## config.mk

```make
export PLATFORM = sky130hd
export DESIGN_NAME = fletcher16_frame_receiver
export DESIGN_NICKNAME = d
export VERILOG_FILES = /design/src/rtl/f16fr_pkg.sv /design/src/rtl/f16fr_parser.sv /design/src/rtl/f16fr_out_stage.sv /design/src/rtl/fletcher16_frame_receiver.sv
export SDC_FILE = /design/constraint.sdc
export NUM_CORES = 1
export LEC_CHECK = 0
export ABC_CLOCK_PERIOD_IN_PS = 5900
export BUFFER_PORTS_ARGS = -buffer_cell sky130_fd_sc_hd__buf_4
export CAP_MARGIN = 20
export CORE_ASPECT_RATIO = 0.5
export CORE_MARGIN = 1.5
export CORE_UTILIZATION = 50
export DETAILED_ROUTE_END_ITERATION = 16
export PLACE_DENSITY = 0.68
export SYNTH_ARGS = -nofsm -noshare
export SYNTH_HDL_FRONTEND = slang
export SYNTH_SLANG_ARGS = --single-unit
```

## constraint.sdc

```tcl
create_clock -name clk_i -period 5.9 [get_ports clk_i]
set_clock_uncertainty 0.1 [all_clocks]
set_input_delay 1.18 -clock clk_i [delete_from_list [all_inputs] [get_ports clk_i]]
set_output_delay 1.18 -clock clk_i [all_outputs]
set_load 0.1 [all_outputs]
```

## src/rtl/f16fr_pkg.sv

```systemverilog
// ----------------------------------------------------------------------------
// f16fr_pkg
// Shared types and constants for the Fletcher-16 frame receiver.
// ----------------------------------------------------------------------------
package f16fr_pkg;

  // receive buffer limit: the byte at this index is dropped
  localparam int BufferBytes = 32;
  // index counter holds 0 .. BufferBytes
  localparam int IdxW        = $clog2(BufferBytes + 1);

  localparam logic [7:0] FletcherMod = 8'd255;
  localparam logic [7:0] ServoCmd    = 8'h53;   // 'S'

  // request type codes
  localparam logic ReqByte = 1'b0;
  localparam logic ReqTick = 1'b1;

  typedef struct packed {
    logic       req_type;
    logic [7:0] rx_byte;
  } rx_item_t;

  typedef struct packed {
    logic               frame_done;
    logic               check_ok;
    logic               servo_command;
    logic [7:0]         servo_id;
    logic signed [15:0] servo_position;
    logic               timeout_level;
    logic               timeout_flush;
    logic               overflow_drop;
  } rx_result_t;

endpackage

```

## src/rtl/f16fr_parser.sv

```systemverilog
// ----------------------------------------------------------------------------
// f16fr_parser
// Frame state, running Fletcher-16 sums and timeout logic; computes the
// result of one transaction and updates the state when it is accepted.
// ----------------------------------------------------------------------------
module f16fr_parser (
  input  logic                  clk_i,
  input  logic                  rst_ni,
  input  logic                  accept_i,
  input  f16fr_pkg::rx_item_t   item_i,
  output f16fr_pkg::rx_result_t result_o
);

  logic [f16fr_pkg::IdxW-1:0] idx_q, idx_d;
  logic [f16fr_pkg::IdxW-1:0] head_idx;
  logic [7:0] size_q, size_d;
  logic [7:0] sum_lo_q, sum_lo_d;
  logic [7:0] sum_hi_q, sum_hi_d;
  logic [7:0] prev_q, prev_d;
  logic [7:0] head_q [4];
  logic [7:0] head_d [4];
  logic       late_q, late_d;
  logic       pin_q, pin_d;
  logic [7:0] fold_lo, fold_hi, first_lo;
  logic [8:0] idx_ext, size_p1;
  f16fr_pkg::rx_result_t res;

  // (a + b) mod 255 for a < 255, b <= 255: the sum stays below 510
  function automatic logic [7:0] add_mod(input logic [7:0] a, input logic [7:0] b);
    logic [8:0] s;
    s = {1'b0, a} + {1'b0, b};
    if (s >= {1'b0, f16fr_pkg::FletcherMod}) begin
      s = s - {1'b0, f16fr_pkg::FletcherMod};
    end
    return s[7:0];
  endfunction

  assign fold_lo  = add_mod(sum_lo_q, item_i.rx_byte);
  assign fold_hi  = add_mod(sum_hi_q, fold_lo);
  assign first_lo = add_mod(8'd0, item_i.rx_byte);
  assign idx_ext  = 9'(idx_q);
  assign size_p1  = {1'b0, size_q} + 9'd1;
  assign head_idx = idx_q - f16fr_pkg::IdxW'(1);

  always_comb begin
    idx_d    = idx_q;
    size_d   = size_q;
    sum_lo_d = sum_lo_q;
    sum_hi_d = sum_hi_q;
    prev_d   = prev_q;
    head_d   = head_q;
    late_d   = late_q;
    pin_d    = pin_q;
    res      = '0;

    if (item_i.req_type == f16fr_pkg::ReqTick) begin
      if (late_q) begin
        // second tick with no byte: discard a partial frame
        if (idx_q != '0) begin
          idx_d               = '0;
          pin_d               = 1'b0;
          res.timeout_flush   = 1'b1;
        end
      end else begin
        late_d = 1'b1;
        pin_d  = 1'b1;
      end
    end else begin
      if (idx_q < f16fr_pkg::IdxW'(f16fr_pkg::BufferBytes)) begin
        if (idx_q >= f16fr_pkg::IdxW'(1) && idx_q <= f16fr_pkg::IdxW'(4)) begin
          head_d[head_idx[1:0]] = item_i.rx_byte;
        end
        if (idx_q == '0) begin
          size_d = item_i.rx_byte;
          if (item_i.rx_byte != 8'd0) begin
            sum_lo_d = first_lo;
            sum_hi_d = first_lo;
          end else begin
            sum_lo_d = 8'd0;
            sum_hi_d = 8'd0;
          end
          idx_d = f16fr_pkg::IdxW'(1);
        end else if (idx_ext == size_p1) begin
          // last check byte: sum2 came in the byte before
          res.frame_done = 1'b1;
          res.check_ok   = (prev_q == sum_hi_q) && (item_i.rx_byte == sum_lo_q);
          if (res.check_ok && head_d[0] == f16fr_pkg::ServoCmd) begin
            res.servo_command  = 1'b1;
            res.servo_id       = head_d[1];
            res.servo_position = signed'({head_d[2], head_d[3]});
          end
          idx_d = '0;
        end else begin
          if (idx_ext < {1'b0, size_q}) begin
            sum_lo_d = fold_lo;
            sum_hi_d = fold_hi;
          end
          idx_d = idx_q + f16fr_pkg::IdxW'(1);
        end
        prev_d = item_i.rx_byte;
      end else begin
        idx_d             = '0;
        res.overflow_drop = 1'b1;
      end
      late_d = 1'b0;
      pin_d  = 1'b0;
    end

    res.timeout_level = pin_d;
  end

  assign result_o = res;

  always_ff @(posedge clk_i or negedge rst_ni) begin
    if (!rst_ni) begin
      idx_q    <= '0;
      size_q   <= '0;
      sum_lo_q <= '0;
      sum_hi_q <= '0;
      prev_q   <= '0;
      head_q   <= '{default: '0};
      late_q   <= 1'b0;
      pin_q    <= 1'b0;
    end else if (accept_i) begin
      idx_q    <= idx_d;
      size_q   <= size_d;
      sum_lo_q <= sum_lo_d;
      sum_hi_q <= sum_hi_d;
      prev_q   <= prev_d;
      head_q   <= head_d;
      late_q   <= late_d;
      pin_q    <= pin_d;
    end
  end

endmodule

```

## src/rtl/f16fr_out_stage.sv

```systemverilog
// ----------------------------------------------------------------------------
// f16fr_out_stage
// Result register with valid/ready; takes a new result in the cycle the
// held one is taken.
// ----------------------------------------------------------------------------
module f16fr_out_stage (
  input  logic                  clk_i,
  input  logic                  rst_ni,
  input  logic                  in_valid_i,
  output logic                  in_ready_o,
  input  f16fr_pkg::rx_result_t res_i,
  output logic                  out_valid_o,
  input  logic                  out_ready_i,
  output f16fr_pkg::rx_result_t out_o
);

  logic                  valid_q, valid_d;
  f16fr_pkg::rx_result_t data_q, data_d;

  assign in_ready_o = !valid_q || out_ready_i;

  always_comb begin
    valid_d = valid_q;
    data_d  = data_q;
    if (in_ready_o) begin
      valid_d = in_valid_i;
      data_d  = res_i;
    end
  end

  always_ff @(posedge clk_i or negedge rst_ni) begin
    if (!rst_ni) begin
      valid_q <= 1'b0;
    end else begin
      valid_q <= valid_d;
    end
  end

  always_ff @(posedge clk_i) begin
    data_q <= data_d;
  end

  assign out_valid_o = valid_q;
  assign out_o       = data_q;

endmodule

```

## src/rtl/fletcher16_frame_receiver.sv

```systemverilog
// latency: a result is registered and appears in the cycle after its transaction is accepted
// throughput: 1 transaction per cycle; the frame state updates in the accept cycle
// and a held result lets the next transaction in only in the cycle it is taken
// reset: rst_ni (async, active low) clears frame state, sums, head bytes,
// timeout flags and the result valid
// ----------------------------------------------------------------------------
// fletcher16_frame_receiver
// Length-prefixed frame receiver with Fletcher-16 check and servo decode.
// ----------------------------------------------------------------------------
module fletcher16_frame_receiver (
  input  logic                  clk_i,
  input  logic                  rst_ni,
  input  logic                  in_valid_i,
  output logic                  in_ready_o,
  input  f16fr_pkg::rx_item_t   in_i,
  output logic                  out_valid_o,
  input  logic                  out_ready_i,
  output f16fr_pkg::rx_result_t out_o
);

  f16fr_pkg::rx_result_t step_res;
  logic                  accept;

  assign accept = in_valid_i && in_ready_o;

  f16fr_parser u_parser (
    .clk_i    (clk_i),
    .rst_ni   (rst_ni),
    .accept_i (accept),
    .item_i   (in_i),
    .result_o (step_res)
  );

  f16fr_out_stage u_out_stage (
    .clk_i       (clk_i),
    .rst_ni      (rst_ni),
    .in_valid_i  (in_valid_i),
    .in_ready_o  (in_ready_o),
    .res_i       (step_res),
    .out_valid_o (out_valid_o),
    .out_ready_i (out_ready_i),
    .out_o       (out_o)
  );

endmodule

```

==> summary.md <==
| Metric | Value |
|---|---|
| Slew margin rel. | 0.364 |
| Pwr Total | 4.63 mW |
| Seq cells post-synth | 103 |
| Vias | 4539 |
| Mapped Nets | 625 |
| Status | completed |
| H-tree Lvls | 3 |
| Initial core utilization | 0.511 |
| Total track usage | 0.231 |
| CP required | 6.03 ns |
| Fmax | 179 MHz |
| Iteration count of the initial detailed-routing pass | 5 |
| Post-route ant nets | 0 |
| Vias in the first global route | 4187 |
| Final Hold Viols | 0 |
| Clock Pin Slew Worst Setup and Hold Paths | 0.07 ns |
| # DRC | 0 |
| Mapped Cells | 576 |
| Prevailing post-synth register cell | dfrtp_1 |
| Vias per inst | 5.68 |
| Post-DP HPWL | 9.94 mm |
| Setup_tns | 0 ns |
| Max FO, Critical Path | 5 |
| Core ar. | 11800 um^2 |
| Final hold slack | 0.394 ns |
| Die ar. | 12700 um^2 |
| Die Ht | 80.6 um |
| Die width | 158 um |
| Crit end category | flip-flop |
| Max VDD drop | 0.000432 V |
| Worst-Margin Slew | 0.954 ns |
| Tmin final | 5.60 ns |
| CTS resizes | 0 |
| N_diodes | 0 |
| Leakage | 3.01 nW |
| Synth warnings | 0 |
| Unrepaired setup endpoints after global routing | no |
| FP Rows | 28 |
| Clock root cell | clkbuf_16 |
| Final setup viols | 0 |
| Seq/Total Area, Yosys | 0.453 |
| Post-synth EDFFs | 30 |
| Synth unique cells | 65 |
| Synth-to-layout area growth | 15.0% |
| Dpl cell area | 6590 um^2 |
| Maxcap violations | 0 |
| Initial antenna violation count | 0 |
| PD cells | 669 nW/um^2 |
| GP Congestion | 0.930 |
| Period utilization | 0.949 |
| Ys async rst share | 0.709 |
| First-pass GRT wire length | 22.2 mm |
| DR iter-0 viols | 396 |
| Worst-Skew Late Latency | 0.36 ns |
| Routed length per instance | 17.4 um |
| Fraction of layout cells with a size suffix above 1 | 0.210 |
| Hold Path Class | flip-flop to flip-flop |
| Cts hold-fix bufs | 0 |
| Crit path DAT | 5.73 ns |
| CTS Buf Count | 9 |
| # nets final | 678 |
| Mapped Area | 6020 um^2 |
| Max Buffers Root-to-Sink | 2 |
| Congestion Overflow GR | 0 |
| Final WL | 13.9 mm |
| Number of I/O port buffers | 44 |
| CP Class | input pin to flip-flop |
| Clock Sinks | 103 |
| Crit path launch type | input pin |
| Count of final max-slew check failures | 0 |
| Post-Layout Inst Area | 6920 um^2 |
| Io pins | 45 |
| TritonCTS clock tree | done |
| Pin count of the biggest net entering global routing | 74 |
| Mean Syn Cell Area | 10.4 um^2 |
| Post-CTS setup repair buffer count | 0 |
==> routing by layer <==
metal | wire length [um] | global-route usage
met5 | 0 | 0
met4 | 223 | 0.0664
met3 | 874 | 0.0529
met2 | 6070 | 0.352
met1 | 6710 | 0.328
==> layout by cell type (no fill, tap or decap), types with 3 or more instances in the layout <==
| master | Yosys | final |
|---|---|---|
| nand2b_1 | 5 | 5 |
| edfxtp_1 | 30 | 30 |
| nor4_1 | 5 | 5 |
| nor2b_1 | 8 | 8 |
| mux2_2 | 42 | 42 |
| nor3_1 | 12 | 12 |
| o21a_1 | 3 | 3 |
| xnor2_1 | 24 | 24 |
| ha_1 | 34 | 34 |
| dfrtp_1 | 73 | 73 |
| a41oi_1 | 3 | 3 |
| o211ai_1 | 6 | 6 |
| inv_1 | 24 | 24 |
| nand4_1 | 7 | 7 |
| and3_1 | 4 | 4 |
| nand2_1 | 39 | 39 |
| clkbuf_16 | 0 | 9 |
| a21oi_1 | 27 | 27 |
| a211oi_1 | 3 | 3 |
| and2_1 | 3 | 3 |
| or3_1 | 3 | 3 |
| nand3_1 | 18 | 18 |
| a31oi_1 | 9 | 9 |
| mux2i_1 | 27 | 27 |
| o22ai_1 | 3 | 3 |
| o21ai_1 | 7 | 7 |
| o21ai_0 | 17 | 17 |
| buf_4 | 0 | 64 |
| xor2_1 | 6 | 6 |
| a22oi_1 | 3 | 3 |
| a21o_1 | 6 | 6 |
| a221o_1 | 3 | 3 |
| nor2_1 | 63 | 63 |
==> through the flow <==
step	instances	util	setup slack, ns
3_5_place_dp	783	0.560	0.0808
3_3_place_gp	783	0.560	0.166
4_1_cts	799	0.588	0.386
5_1_grt	799	0.588	0.0682
2_1_floorplan	576	-	0.344
6_report	799	0.588	0.298
==> synth_stat cells, drive strengths merged (4+ instances only) <==
library cell / instances / area [um^2]
o21ai: 24 / 120
mux2: 42 / 473
o211ai: 6 / 45.0
a21o: 6 / 45.0
a21oi: 27 / 135
nor4: 5 / 31.3
buf: 5 / 31.3
edfxtp: 30 / 901
mux2i: 27 / 270
dfrtp: 73 / 1830
nand3: 18 / 90.1
ha: 34 / 425
xor2: 6 / 52.6
inv: 25 / 93.8
a211oi: 4 / 35.0
nand2: 39 / 146
a31oi: 9 / 56.3
nor2b: 8 / 50.1
and3: 4 / 25.0
clkbuf: 16 / 60.1
nor2: 63 / 236
nand2b: 5 / 31.3
and2: 4 / 25.0
nand4: 8 / 56.3
nor3: 13 / 70.1
xnor2: 25 / 226
==> sequential cells by signal, summed over array words and instances, names as in the netlist <==
name	count
u_parser.prev_q	8
u_parser.sum_hi_q	8
u_parser.size_q	8
u_parser.head_q	32
u_parser.pin_q	1
u_out_stage.out_o	30
u_parser.late_q	1
u_parser.sum_lo_q	8
u_parser.idx_q	6
u_out_stage.out_valid_o	1
==> power breakdown <==
| part | switching (mW) | leakage (nW) | internal (mW) |
|---|---|---|---|
| Sequential | 0.189 | 1.22 | 0.962 |
| Clock | 0.295 | 0.158 | 0.343 |
| Combinational | 1.62 | 1.64 | 1.22 |
==> final timing paths <==
kind                                      start                       to  slack, ns  depth (start not counted)
min reg2reg                u_parser.sum_lo_q[7]     u_parser.sum_lo_q[7]       0.39                          2
max reg2reg                u_parser.sum_lo_q[2]     u_parser.sum_hi_q[2]       0.85                         17
max                                     in_i[2]     u_parser.sum_hi_q[2]       0.30                         18
min in group asynchronous                rst_ni     u_parser.sum_hi_q[6]       0.86                          1
max in group asynchronous                rst_ni  u_out_stage.out_valid_o       4.20                          1
min                        u_parser.sum_lo_q[7]     u_parser.sum_lo_q[7]       0.39                          2
==> critical path, stage by stage <==
cell and delay (ns):
buf_4 0.12, ha_1 0.36, and3_1 0.23, a221oi_1 0.37
xnor2_1 0.26, nand4b_1 0.26, o311a_1 0.35, a211oi_1 0.30
inv_1 0.08, ha_1 0.29, a211oi_2 0.26, nor3b_1 0.12
or4_4 0.44, a311oi_2 0.29, a41oi_1 0.30, o21ai_1 0.19
a21boi_0 0.22, o21ai_0 0.10
==> logic make-up (layout without fill, tap and decap cells) <==
logic type / Yosys count / after routing / share of synthesized area
AO/OA/AOI/OAI: 109 / 109 / 0.120
XOR/XNOR: 31 / 31 / 0.0464
adder cells (fa/ha/maj): 36 / 36 / 0.0774
buffers and inverters: 47 / 105 / 0.0339
flip-flops: 103 / 103 / 0.453
multiplexers: 69 / 69 / 0.124
AND/OR/NAND/NOR: 181 / 181 / 0.145
==> cell type report <==
| cell class | count | area [um^2] |
|---|---|---|
| Fill cell | 1038 | 4850 |
| Multi-Input combinational cell | 426 | 3080 |
| Sequential cell | 103 | 2730 |
| Timing Repair Buffer | 64 | 480 |
| Clock buffer | 9 | 225 |
| Tap cell | 165 | 206 |
| Clock inverter | 7 | 100 |
| Inverter | 25 | 93.8 |
(Power assumes the default switching activity.)
